**config.mk**
```make
export PLATFORM = sky130hd
export DESIGN_NAME = keypad_password_lock_top_flat
export DESIGN_NICKNAME = d
export VERILOG_FILES = /design/src/sv/kpl_pkg.sv /design/src/sv/kpl_if.sv /design/src/sv/keypad_password_lock_top.sv /design/src/sv/kpl_csr.sv /design/src/sv/kpl_core.sv /design/src/flat_wrapper.sv
export SDC_FILE = /design/constraint.sdc
export NUM_CORES = 1
export LEC_CHECK = 0
export BUFFER_PORTS_ARGS = -buffer_cell sky130_fd_sc_hd__buf_2
export CAP_MARGIN = 20
export CELL_PAD_IN_SITES_DETAIL_PLACEMENT = 2
export CELL_PAD_IN_SITES_GLOBAL_PLACEMENT = 2
export CORE_MARGIN = 2
export CORE_UTILIZATION = 42
export DETAILED_ROUTE_END_ITERATION = 6
export GPL_TIMING_DRIVEN = 0
export PLACE_DENSITY_LB_ADDON = 0.1
export SYNTH_ARGS = -nofsm -noshare
export SYNTH_HDL_FRONTEND = slang
export SYNTH_HIERARCHICAL = 1
export SYNTH_SLANG_ARGS = --single-unit
```
**constraint.sdc**
```tcl
create_clock -name clock -period 4.8 [get_ports clock]
set_input_delay 0.24 -clock clock [delete_from_list [all_inputs] [get_ports clock]]
set_output_delay 0.24 -clock clock [all_outputs]
set_load 0.005 [all_outputs]
```
**src/sv/kpl_pkg.sv**
```systemverilog
`default_nettype none
package kpl_pkg;

   // Entry buffer size; one slot is reserved, so an entry holds ENTRY_BYTES-1 keys
   localparam int ENTRY_BYTES = 8;
   localparam int ENTRY_CAP   = ENTRY_BYTES - 1;
   localparam int LEN_W       = $clog2(ENTRY_BYTES);
   // initial_code carries seven bytes
   localparam int CODE_BYTES  = 7;
   localparam int LOAD_BYTES  = (ENTRY_CAP < CODE_BYTES) ? ENTRY_CAP : CODE_BYTES;

   localparam int TRIES_W     = 3;
   localparam int CSR_INDEX_W = 2;
   localparam int CSR_DATA_W  = 8 * CODE_BYTES;

   localparam logic [CSR_INDEX_W-1:0] CSR_MAX_TRIES = CSR_INDEX_W'(0);
   localparam logic [CSR_INDEX_W-1:0] CSR_INIT_CODE = CSR_INDEX_W'(1);
   localparam logic [CSR_INDEX_W-1:0] CSR_INIT_LEN  = CSR_INDEX_W'(2);

   localparam logic [TRIES_W-1:0] MAX_TRIES_RESET = TRIES_W'(3);
   localparam logic [TRIES_W-1:0] TRIES_SAT       = '1;

   localparam logic [7:0] KEY_NONE = 8'd0;
   localparam logic [7:0] KEY_END  = 8'd35;   // '#'

   typedef logic [7:0]       char_type;
   typedef logic [LEN_W-1:0] len_type;

   typedef enum logic [1:0] {
      OP_KEY    = 2'd0,
      OP_CHECK  = 2'd1,
      OP_CHANGE = 2'd2,
      OP_LOAD   = 2'd3
   } opcode_type;

   typedef enum logic [3:0] {
      ST_IGNORED  = 4'd0,
      ST_ECHO     = 4'd1,
      ST_DROPPED  = 4'd2,
      ST_GRANTED  = 4'd3,
      ST_RETRY    = 4'd4,
      ST_LOCKED   = 4'd5,
      ST_OLD_BAD  = 4'd6,
      ST_ASK_NEW  = 4'd7,
      ST_ASK_CONF = 4'd8,
      ST_MISMATCH = 4'd9,
      ST_UPDATED  = 4'd10,
      ST_STARTED  = 4'd11
   } status_type;

   typedef struct packed {
      logic [TRIES_W-1:0]    max_tries;
      logic [CSR_DATA_W-1:0] initial_code;
      logic [2:0]            initial_len;
   } cfg_type;

   typedef struct packed {
      status_type         status;
      logic               busy_res;
      logic [TRIES_W-1:0] tries_left;
   } result_type;

endpackage
`default_nettype wire

```
**src/sv/kpl_if.sv**
```systemverilog
`default_nettype none
interface kpl_req_if;
   logic                 valid;
   logic                 ready;
   kpl_pkg::opcode_type  opcode;
   kpl_pkg::char_type    key_code;

   modport source (output valid, output opcode, output key_code, input ready);
   modport sink   (input valid, input opcode, input key_code, output ready);
endinterface

interface kpl_rsp_if;
   logic                             valid;
   logic                             ready;
   kpl_pkg::status_type              status;
   logic                             busy_res;
   logic [kpl_pkg::TRIES_W-1:0]      tries_left;

   modport source (output valid, output status, output busy_res, output tries_left, input ready);
   modport sink   (input valid, input status, input busy_res, input tries_left, output ready);
endinterface

interface kpl_csr_if;
   logic                              valid;
   logic                              ready;
   logic [kpl_pkg::CSR_INDEX_W-1:0]   index;
   logic [kpl_pkg::CSR_DATA_W-1:0]    data;

   modport source (output valid, output index, output data, input ready);
   modport sink   (input valid, input index, input data, output ready);
endinterface
`default_nettype wire

```
**src/sv/keypad_password_lock_top.sv**
```systemverilog
`default_nettype none
// Channel  Dir  Fields                          Word
// req      in   opcode[1:0], key_code[7:0]      one keypad event
// rsp      out  status[3:0], busy_res,          one result per event
//               tries_left[2:0]
// csr      in   index[1:0], data[55:0]          one register write
//
// One event per cycle unless a held result stalls req; its result appears in the output register the next cycle.
// The session logic and the entry compare sit between the accepted event and
// the output register, so the output register alone sets the pace.
// A held result stalls req only when rsp is not taken in that same cycle.
// Synchronous reset: idle session, empty password, max_tries 3; no clearing pass.
module keypad_password_lock_top (
   input  logic      clock,
   input  logic      reset,
   kpl_req_if.sink   req,
   kpl_rsp_if.source rsp,
   kpl_csr_if.sink   csr
);
   import kpl_pkg::*;

   cfg_type    cfg;
   result_type result;
   result_type rsp_data_ff;
   logic       rsp_valid_ff, rsp_valid_in;
   logic       fire;

   assign req.ready    = !rsp_valid_ff || rsp.ready;
   assign fire         = req.valid && req.ready;
   assign rsp_valid_in = fire || (rsp_valid_ff && !rsp.ready);

   kpl_csr u_csr (
      .clock (clock),
      .reset (reset),
      .csr   (csr),
      .cfg   (cfg)
   );

   kpl_core u_core (
      .clock    (clock),
      .reset    (reset),
      .fire     (fire),
      .opcode   (req.opcode),
      .key_code (req.key_code),
      .cfg      (cfg),
      .result   (result)
   );

   always_ff @(posedge clock) begin
      if (reset) begin
         rsp_valid_ff <= 1'b0;
      end else begin
         rsp_valid_ff <= rsp_valid_in;
      end
   end

   always_ff @(posedge clock) begin
      if (fire) begin
         rsp_data_ff <= result;
      end
   end

   assign rsp.valid      = rsp_valid_ff;
   assign rsp.status     = rsp_data_ff.status;
   assign rsp.busy_res   = rsp_data_ff.busy_res;
   assign rsp.tries_left = rsp_data_ff.tries_left;
endmodule
`default_nettype wire

```
**src/sv/kpl_csr.sv**
```systemverilog
`default_nettype none
module kpl_csr (
   input  logic              clock,
   input  logic              reset,
   kpl_csr_if.sink           csr,
   output kpl_pkg::cfg_type  cfg
);
   import kpl_pkg::*;

   cfg_type cfg_ff, cfg_in;

   assign csr.ready = 1'b1;

   always_comb begin
      cfg_in = cfg_ff;
      if (csr.valid) begin
         case (csr.index)
            CSR_MAX_TRIES: cfg_in.max_tries    = csr.data[TRIES_W-1:0];
            CSR_INIT_CODE: cfg_in.initial_code = csr.data;
            CSR_INIT_LEN:  cfg_in.initial_len  = csr.data[2:0];
            default:       cfg_in = cfg_ff;   // unmapped index
         endcase
      end
   end

   always_ff @(posedge clock) begin
      if (reset) begin
         cfg_ff.max_tries    <= MAX_TRIES_RESET;
         cfg_ff.initial_code <= '0;
         cfg_ff.initial_len  <= '0;
      end else begin
         cfg_ff <= cfg_in;
      end
   end

   assign cfg = cfg_ff;
endmodule
`default_nettype wire

```
**src/sv/kpl_core.sv**
```systemverilog
`default_nettype none
module kpl_core (
   input  logic                 clock,
   input  logic                 reset,
   input  logic                 fire,
   input  kpl_pkg::opcode_type  opcode,
   input  kpl_pkg::char_type    key_code,
   input  kpl_pkg::cfg_type     cfg,
   output kpl_pkg::result_type  result
);
   import kpl_pkg::*;

   typedef enum logic [4:0] {
      MODE_IDLE    = 5'b00001,
      MODE_CHECK   = 5'b00010,
      MODE_OLD     = 5'b00100,
      MODE_NEW     = 5'b01000,
      MODE_CONFIRM = 5'b10000
   } mode_type;

   mode_type           mode_ff, mode_in;
   logic [TRIES_W-1:0] tries_ff, tries_in;
   len_type            entry_len_ff, entry_len_in;
   len_type            new_len_ff, new_len_in;
   len_type            stored_len_ff, stored_len_in;
   char_type           entry_ff  [ENTRY_CAP];
   char_type           entry_in  [ENTRY_CAP];
   char_type           new_ff    [ENTRY_CAP];
   char_type           new_in    [ENTRY_CAP];
   char_type           stored_ff [ENTRY_CAP];
   char_type           stored_in [ENTRY_CAP];

   logic               stored_match;
   logic               new_match;
   len_type            load_len;
   logic               load_run;
   logic [TRIES_W-1:0] tries_bump;
   status_type         status;

   // entry vs stored / entry vs new, bytes past the length don't count
   always_comb begin
      stored_match = (entry_len_ff == stored_len_ff);
      new_match    = (entry_len_ff == new_len_ff);
      for (int i = 0; i < ENTRY_CAP; i++) begin
         if (len_type'(i) < entry_len_ff) begin
            if (entry_ff[i] != stored_ff[i]) stored_match = 1'b0;
            if (entry_ff[i] != new_ff[i])    new_match    = 1'b0;
         end
      end
   end

   // load length: limited by initial_len, stops at the first zero byte
   always_comb begin
      load_len = '0;
      load_run = 1'b1;
      for (int i = 0; i < LOAD_BYTES; i++) begin
         if (load_run && (3'(i) < cfg.initial_len) &&
             (cfg.initial_code[8*i +: 8] != KEY_NONE)) begin
            load_len = len_type'(i + 1);
         end else begin
            load_run = 1'b0;
         end
      end
   end

   assign tries_bump = (tries_ff != TRIES_SAT) ? tries_ff + TRIES_W'(1) : tries_ff;

   always_comb begin
      mode_in       = mode_ff;
      tries_in      = tries_ff;
      entry_len_in  = entry_len_ff;
      new_len_in    = new_len_ff;
      stored_len_in = stored_len_ff;
      entry_in      = entry_ff;
      new_in        = new_ff;
      stored_in     = stored_ff;
      status        = ST_IGNORED;

      unique case (opcode)
         OP_CHECK: begin
            mode_in      = MODE_CHECK;
            tries_in     = '0;
            entry_len_in = '0;
            status       = ST_STARTED;
         end
         OP_CHANGE: begin
            mode_in      = MODE_OLD;
            tries_in     = '0;
            entry_len_in = '0;
            status       = ST_STARTED;
         end
         OP_LOAD: begin
            for (int i = 0; i < LOAD_BYTES; i++) begin
               stored_in[i] = cfg.initial_code[8*i +: 8];
            end
            stored_len_in = load_len;
            status        = ST_UPDATED;
         end
         OP_KEY: begin
            if (mode_ff != MODE_IDLE && key_code != KEY_NONE) begin
               if (key_code == KEY_END) begin
                  entry_len_in = '0;
                  unique case (mode_ff)
                     MODE_CHECK: begin
                        if (stored_match) begin
                           mode_in  = MODE_IDLE;
                           tries_in = '0;
                           status   = ST_GRANTED;
                        end else if (tries_bump >= cfg.max_tries) begin
                           mode_in  = MODE_IDLE;
                           tries_in = '0;
                           status   = ST_LOCKED;
                        end else begin
                           tries_in = tries_bump;
                           status   = ST_RETRY;
                        end
                     end
                     MODE_OLD: begin
                        mode_in = stored_match ? MODE_NEW : MODE_IDLE;
                        status  = stored_match ? ST_ASK_NEW : ST_OLD_BAD;
                     end
                     MODE_NEW: begin
                        new_in     = entry_ff;
                        new_len_in = entry_len_ff;
                        mode_in    = MODE_CONFIRM;
                        status     = ST_ASK_CONF;
                     end
                     MODE_CONFIRM: begin
                        if (new_match) begin
                           stored_in     = new_ff;
                           stored_len_in = new_len_ff;
                           status        = ST_UPDATED;
                        end else begin
                           status = ST_MISMATCH;
                        end
                        mode_in = MODE_IDLE;
                     end
                     default: status = ST_IGNORED;
                  endcase
               end else if (entry_len_ff < len_type'(ENTRY_CAP)) begin
                  entry_in[entry_len_ff] = key_code;
                  entry_len_in           = entry_len_ff + len_type'(1);
                  status                 = ST_ECHO;
               end else begin
                  status = ST_DROPPED;
               end
            end
         end
      endcase
   end

   always_comb begin
      result.status     = status;
      result.busy_res   = (mode_in != MODE_IDLE);
      result.tries_left = (mode_in == MODE_CHECK && cfg.max_tries > tries_in) ?
                          cfg.max_tries - tries_in : '0;
   end

   always_ff @(posedge clock) begin
      if (reset) begin
         mode_ff       <= MODE_IDLE;
         tries_ff      <= '0;
         entry_len_ff  <= '0;
         new_len_ff    <= '0;
         stored_len_ff <= '0;
      end else if (fire) begin
         mode_ff       <= mode_in;
         tries_ff      <= tries_in;
         entry_len_ff  <= entry_len_in;
         new_len_ff    <= new_len_in;
         stored_len_ff <= stored_len_in;
      end
   end

   always_ff @(posedge clock) begin
      if (fire) begin
         entry_ff  <= entry_in;
         new_ff    <= new_in;
         stored_ff <= stored_in;
      end
   end
endmodule
`default_nettype wire
```
**src/flat_wrapper.sv**
```systemverilog
// flat-port wrapper written by rule: the top's interface ports become plain ports
module keypad_password_lock_top_flat import kpl_pkg::*;
  (clock, reset, req_valid, req_opcode, req_key_code, req_ready, rsp_valid, rsp_status, rsp_busy_res, rsp_tries_left, rsp_ready, csr_valid, csr_index, csr_data, csr_ready);
  kpl_req_if req_i ();
  kpl_rsp_if rsp_i ();
  kpl_csr_if csr_i ();
  input  logic clock;
  input  logic reset;
  input wire logic [$bits(req_i.valid)-1:0] req_valid;
  input wire logic [$bits(req_i.opcode)-1:0] req_opcode;
  input wire logic [$bits(req_i.key_code)-1:0] req_key_code;
  output wire logic [$bits(req_i.ready)-1:0] req_ready;
  output wire logic [$bits(rsp_i.valid)-1:0] rsp_valid;
  output wire logic [$bits(rsp_i.status)-1:0] rsp_status;
  output wire logic [$bits(rsp_i.busy_res)-1:0] rsp_busy_res;
  output wire logic [$bits(rsp_i.tries_left)-1:0] rsp_tries_left;
  input wire logic [$bits(rsp_i.ready)-1:0] rsp_ready;
  input wire logic [$bits(csr_i.valid)-1:0] csr_valid;
  input wire logic [$bits(csr_i.index)-1:0] csr_index;
  input wire logic [$bits(csr_i.data)-1:0] csr_data;
  output wire logic [$bits(csr_i.ready)-1:0] csr_ready;
  assign req_i.valid = req_valid;
  assign req_i.opcode = req_opcode;
  assign req_i.key_code = req_key_code;
  assign req_ready = req_i.ready;
  assign rsp_valid = rsp_i.valid;
  assign rsp_status = rsp_i.status;
  assign rsp_busy_res = rsp_i.busy_res;
  assign rsp_tries_left = rsp_i.tries_left;
  assign rsp_i.ready = rsp_ready;
  assign csr_i.valid = csr_valid;
  assign csr_i.index = csr_index;
  assign csr_i.data = csr_data;
  assign csr_ready = csr_i.ready;
  keypad_password_lock_top u_core (.clock(clock), .reset(reset), .req(req_i), .rsp(rsp_i), .csr(csr_i));
endmodule
```
[After elaboration in Yosys (flattened, before gate mapping)]
Index checks and enable logic that the tools add are counted.
Storage, ports and cells
  register bits: 256
  input bits: 73
  output and inout bits: 11
Operators by class
  bitwise logic cells: 2
  add/sub/neg operators: 3
  reduce and logical (&&, ||, !) cells: 42
  order comparisons: 19
  muxes and demuxes: 81
  equal/unequal tests: 35
Operators with widths (count)
  56-bit 2-to-1 mux: 4
  8-bit inequality test: 14
  56-bit case mux with 2 select lines: 1
  8-bit nonzero test: 8
  3-bit 2-to-1 mux: 20
  56-bit bitwise mux: 1
  1-bit 2-to-1 mux: 37
  8-bit demux with 3-bit select: 1
  5-bit 2-to-1 mux: 4
  5-bit case mux with 4 select lines: 1
  1-bit logical AND: 18
  3-bit < comparator (first input constant): 6
  3-bit case mux with 2 select lines: 3
  4-bit case mux with 4 select lines: 1
  5-bit case mux with 3 select lines: 1
  1-bit by 3-bit < comparator with 1-bit output (first input constant): 4
  2-bit by 3-bit < comparator with 1-bit output (first input constant): 4
  4-bit 2-to-1 mux: 3
  4-bit case mux with 3 select lines: 1
  5-bit by 2-bit == test with 1-bit output (second input constant): 2
  5-bit by 1-bit inequality test with 1-bit output (second input constant): 2
  5-bit AND reduction: 2
  8-bit by 6-bit == test with 1-bit output (second input constant): 1
  8-bit 2-to-1 mux: 1
  27 further kinds: 42

[Longest topological paths before layout]
  depth in word-level cells: 22
  gate-level depth with buffers: 16
  mapped depth without buffers: 16

[Hierarchy]
The synthesis kept the hierarchy.
By module, submodules not included
  kpl_core: instances 1, cells each 681, seq. area each 5385.2 um^2, area each 9103.7 um^2
  kpl_csr: instances 1, cells each 269, seq. area each 1241.2 um^2, area each 2806.4 um^2
  keypad_password_lock_top: instances 1, cells each 13, seq. area each 260.2 um^2, area each 295.3 um^2

[Least setup slack after synthesis]
OpenSTA, ideal clock, no wires.
  kind: input to register
  start: in req_key_code[2]
  end: reg u_core/u_core/new_ff[0] in the netlist's numbering, enable pin
  data arrival time: 3515 ps
  slack: 815 ps
  required time: 4330 ps
  stages: 4
  cell sequence: or4_4 nor3_2 nand2_1 nor2_1
Between the ends
  cells in the longest elaborated chain, start to end: 3
  elaborated cells between the ends (all ways): 4
  classes of those cells: eq/ne (1); reduce/logical (3)
Ends and longest elaborated chain
  start: declaration: line flat_wrapper.sv:11  | input wire logic [$bits(req_i.key_code)-1:0] req_key_code;
  8-bit nonzero test: line kpl_core.sv:100  | if (mode_ff != MODE_IDLE && key_code != KEY_NONE) begin
  1-bit logical AND: line kpl_core.sv:100
  5-bit AND reduction (no line) *
  end signal: assignment: line kpl_core.sv:178  | new_ff <= new_in;
  end: declaration: line kpl_core.sv:28  | char_type new_ff [ENTRY_CAP];
Every way passes the cells marked *; elsewhere a longest branch is shown, timed or not.
A chain may end at the register's enable or synchronous reset.

[Worst setup path in the final report]
  start: reg u_core/u_core/entry_ff[21] in the netlist's numbering
  end: reg u_core.rsp_data_ff, in the netlist u_core/rsp.tries_left[1] (data pin)
Between the ends
  cells in the longest elaborated chain, start to end: 14
  elaborated cells between the ends (all ways): 22
  classes of those cells: add/sub (1); order compare (1); eq/ne (2); mux (17); reduce/logical (1)
Ends and longest elaborated chain
  start: declaration: line kpl_core.sv:26  | char_type entry_ff [ENTRY_CAP];
  start signal: assignment: line kpl_core.sv:177  | entry_ff <= entry_in;
  8-bit inequality test *: line kpl_core.sv:46  | if (entry_ff[i] != stored_ff[i]) stored_match = 1'b0;
  1-bit 2-to-1 mux *: line kpl_core.sv:46
  1-bit 2-to-1 mux *: line kpl_core.sv:45  | if (len_type'(i) < entry_len_ff) begin
  1-bit 2-to-1 mux: line kpl_core.sv:46
  1-bit 2-to-1 mux *: line kpl_core.sv:45
  1-bit 2-to-1 mux: line kpl_core.sv:46
  1-bit 2-to-1 mux *: line kpl_core.sv:45
  3-bit 2-to-1 mux *: line kpl_core.sv:105  | if (stored_match) begin
  3-bit 2-to-1 mux *: line kpl_core.sv:103  | unique case (mode_ff)
  3-bit 2-to-1 mux *: line kpl_core.sv:101  | if (key_code == KEY_END) begin
  3-bit 2-to-1 mux *: line kpl_core.sv:100
  3-bit case mux with 2 select lines *: line kpl_core.sv:79  | unique case (opcode)
  via u_core.u_core.tries_in[0]: line kpl_core.sv:22  | logic [TRIES_W-1:0] tries_ff, tries_in;
  3-bit greater-than comparator: line kpl_core.sv:155  | result.tries_left = (mode_in == MODE_CHECK && cfg.max_tries > tries_in) ?
  1-bit logical AND: line kpl_core.sv:155
  end signal: assignment: line keypad_password_lock_top.sv:59  | rsp_data_ff <= result;
  end: declaration: line keypad_password_lock_top.sv:24  | result_type rsp_data_ff;
Mark *: on every way through the listed nets, which the timed path passes. The rest lies on a longest branch.

==> summary.md <==
| Metric | Value |
|---|---|
| Outcome | complete, no violations |
| # rows | 62 |
| Syn_nets | 1049 |
| CTS Root Cell | clkbuf_16 |
| Vias in the first global route | 9426 |
| Slowest CP cell | nor4_1 |
| Post-synthesis cell area | 0.0122 mm² |
| Design Area, Final | 0.0147 mm² |
| Antenna Nets Post-Route | 0 |
| Pins Over Slew Limit | 0 |
| N_diodes | 0 |
| Crit start category | flip-flop |
| Worst slew margin | 36.3% |
| H-tree Lvls | 1 |
| Cts bufs inserted | 30 |
| Drt wl/cell | 24.2 µm |
| Commonest non-fill, non-tap cell in the layout | edfxtp_1 |
| Post-synthesis cell type count | 79 |
| CP delay by family, top | simple AND/OR/NAND/NOR gates |
| CTS Sinks | 256 |
| Clock-pin slew of the registers on the worst-case setup and hold paths | 60 ps |
| Dpl cell area | 0.0132 mm² |
| Setup bufs post-CTS | 0 |
| Die width | 174 µm |
| WP data required | 5170 ps |
| Share of cells above drive strength 1 | 19.4% |
| Post-synth EDFFs | 176 |
| Cts repair resizes | 0 |
| VDD IR-drop max | 0.253 mV |
| Most frequent cells in the layout | 176 x edfxtp_1, 127 x nand2b_1, 85 x buf_2 |
| Critical path's largest stage delay | 500 ps |
| Pwr dens | 340 mW/mm² |
| Crit-path cells | xor2_1 -> nor4_1 -> a21oi_1 -> a211oi_1 -> nand4_1 -> clkbuf_8 -> nand3_1 -> nand2_1 -> ha_1 -> fa_1 -> a31o_2 -> nor4_1 |
| Power share of the clock group | 43.9% |
| Switch Pwr | 1.17 mW |
| Critical path peak fanout | 10 |
| Drt first pass iters | 5 |
| Non-filler instance count after layout | 1546 |
| Final Util | 51.2% |
| Avg Inst Size Synth | 12.7 µm² |
| Synth Warn # | 6 |
| CTS Buffer Depth | 3 |
| Clock Latency Late Sink | 560 ps |
| Max Cap Viol | 0 |
| Routed via count | 8485 |
| Final setup viols | 0 |
| RSZ-0062 raised after global routing | no |
| Area of the die | 0.0304 mm² |
| Sw Share | 23.4% |
| Peak Freq | 254 MHz |
| PortBufs | 82 |
| Global-route wire length before repair | 57400 µm |
| Final HPWL DP | 25500 µm |
| Crit path capture type | flip-flop |
| Final net count | 1224 |
| Mapped Cells | 963 |
| Worst Skew | 13.9 ps |
| Final period utilization | 81.9% |
| Initial Util | 42.6% |
| Residual DRC count | 0 |
| Hold Path Class | primary input to flip-flop |
| Fin. Hold Viols | 0 |
| Worst Path Buf+Inv | 1 |
| Grt ovf | 0 |
| Flops & latches, synth | 256 |
| 1st-iter DRT viols | 526 |
| Sequential share of the synthesized area | 56.4% |
| Internal Power | 3.83 mW |
| Comb power frac | 7.6% |
| Vias per inst | 5.49 |
| Least-Margin Pin Slew | 955 ps |
| Global placement routability congestion | 0.812 |
| Largest net degree at the start of global routing | 57 |
| P&R area growth vs syn | 20.2% |
| Die Ht | 174 µm |
| Initial antenna violation count | 0 |
| I/O Pins | 84 |
| Crit path DAT | 4310 ps |
| Leakage | 5.15 nW |
| Synth Flop Type | edfxtp_1 |
| Placeable core region | 0.0286 mm² |
| Total Wirelength | 37400 µm |
| Placed insts | 1434 |
| Async S/R FF share, synth | 0% |
| CP dominant cell by count | nor4_1 |
| Sequential power share | 48.5% |
| Setup CP Type | flip-flop to flip-flop |
| GR Util All Layers | 24.7% |
| CTS tree | yes |
| Total power | 4.99 mW |
| Fin crit period | 3930 ps |
[through the flow]
step | TNS, ps | hold slack [ps] | setup slack (ps)
floorplan | 0 | 302 | 815
global placement | -84200 | 472 | -1470
detailed placement | 0 | 487 | 947
CTS | 0 | 17.8 | 912
global route | 0 | 23.8 | 597
finish | 0 | 27.7 | 867
[Yosys cell counts, types with 4 or more instances]
library cell / count / area, µm²
xnor2_1: 63 / 552
nor2_1: 39 / 146
nor4_1: 33 / 206
mux2_2: 57 / 642
nand4_1: 19 / 119
nand2b_1: 127 / 795
nor3b_1: 6 / 45.0
dfxtp_1: 80 / 1600
edfxtp_1: 176 / 5290
ha_1: 12 / 150
xor2_1: 55 / 482
buf_12: 5 / 100
and3_1: 5 / 31.3
o31ai_1: 4 / 30.0
nand3_1: 13 / 65.1
o21ai_0: 15 / 75.1
nand2_1: 26 / 97.6
clkbuf_1: 24 / 90.1
inv_1: 16 / 60.1
a21oi_1: 22 / 110
a31oi_1: 5 / 31.3
mux2i_1: 70 / 701
nor3_1: 8 / 40.0
[routing by layer]
layer / vias to the layer above / global-route usage [%] / share of wire (%)
met3: 48 / 2.95 / 3.9
met4: 0 / 5.71 / 1.9
met2: 194 / 44.3 / 51
met1: 4383 / 31.9 / 43
met5: - / 0 / 0
li1: 3860 / - / -
[power by group through the flow]
stage | logic [mW] | clock network, mW | registers [mW]
after floorplan | 0.202 | 0 | 2.46
after global placement | 0.329 | 0 | 2.47
after detailed placement | 0.341 | 0 | 2.47
after CTS | 0.380 | 2.24 | 2.42
after global routing | 0.411 | 2.33 | 2.43
final | 0.380 | 2.19 | 2.42
[path summary, 6_finish.rpt]
| check | startpoint | to | slack [ps] | cells after the start |
|---|---|---|---|---|
| setup / recovery | u_core/u_core/entry_ff[21]$_DFFE_PP_ | u_core/rsp.tries_left[1]$_DFFE_PP_ | 870 | 12 |
| hold / removal | csr_data[2] | u_core/u_csr/cfg[2]$_SDFFE_PP0P_ | 30 | 3 |
| setup reg to reg | u_core/u_core/entry_ff[21]$_DFFE_PP_ | u_core/rsp.tries_left[1]$_DFFE_PP_ | 870 | 12 |
| hold reg to reg | u_core/u_csr/cfg[57]$_SDFFE_PP0P_ | u_core/u_csr/cfg[57]$_SDFFE_PP0P_ | 500 | 2 |
[cell type report]
cell class	instances	area, µm²
flip-flops and latches	256	6890
repair buffers	143	1030
clock inverters	19	148
well taps	384	480
inverters	16	62.6
multi-input cells	651	5000
fillers	2804	14000
plain buffers	40	277
clock buffers	37	787
[flip-flops by register name, summed over array words and instances, names as in the netlist]
name / cells
u_core/u_core/stored_ff: 56
u_core/u_csr/cfg: 62
u_core/u_core/entry_ff: 56
u_core/rsp.valid: 1
u_core/u_core/new_len_ff: 3
u_core/u_core/mode_ff: 5
u_core/u_core/entry_len_ff: 3
u_core/u_core/stored_len_ff: 3
u_core/rsp.busy_res: 1
u_core/rsp.tries_left: 3
u_core/u_core/new_ff: 56
u_core/rsp.status: 4
u_core/u_core/tries_ff: 3
[logic make-up after synthesis]
family / after synthesis / share of synthesized area [%]
AND/OR/NAND/NOR: 304 / 14.7
flip-flops: 256 / 56.4
multiplexers: 127 / 11.0
XOR/XNOR: 118 / 8.47
AO/OA/AOI/OAI: 88 / 5.20
buffers and inverters: 56 / 2.76
adder cells (fa/ha/maj): 13 / 1.39
other: 1 / 0.0307
[worst reg2reg max path, stage by stage, from the launching register on]
cell and delay [ps]:
edfxtp_1 470, xor2_1 180, nor4_1 500, a21oi_1 180, a211oi_1 420, nand4_1 390
clkbuf_8 310, nand3_1 110, nand2_1 90, ha_1 220, fa_1 440, a31o_2 230
nor4_1 210
[repair_timing]
| action | in CTS | in global routing |
|---|---|---|
| hold buffers | 56 | 0 |
| endpoints found under the setup margin | 0 | 0 |
| hold endpoints to repair | 55 | 0 |
(Power assumes the default switching activity.)
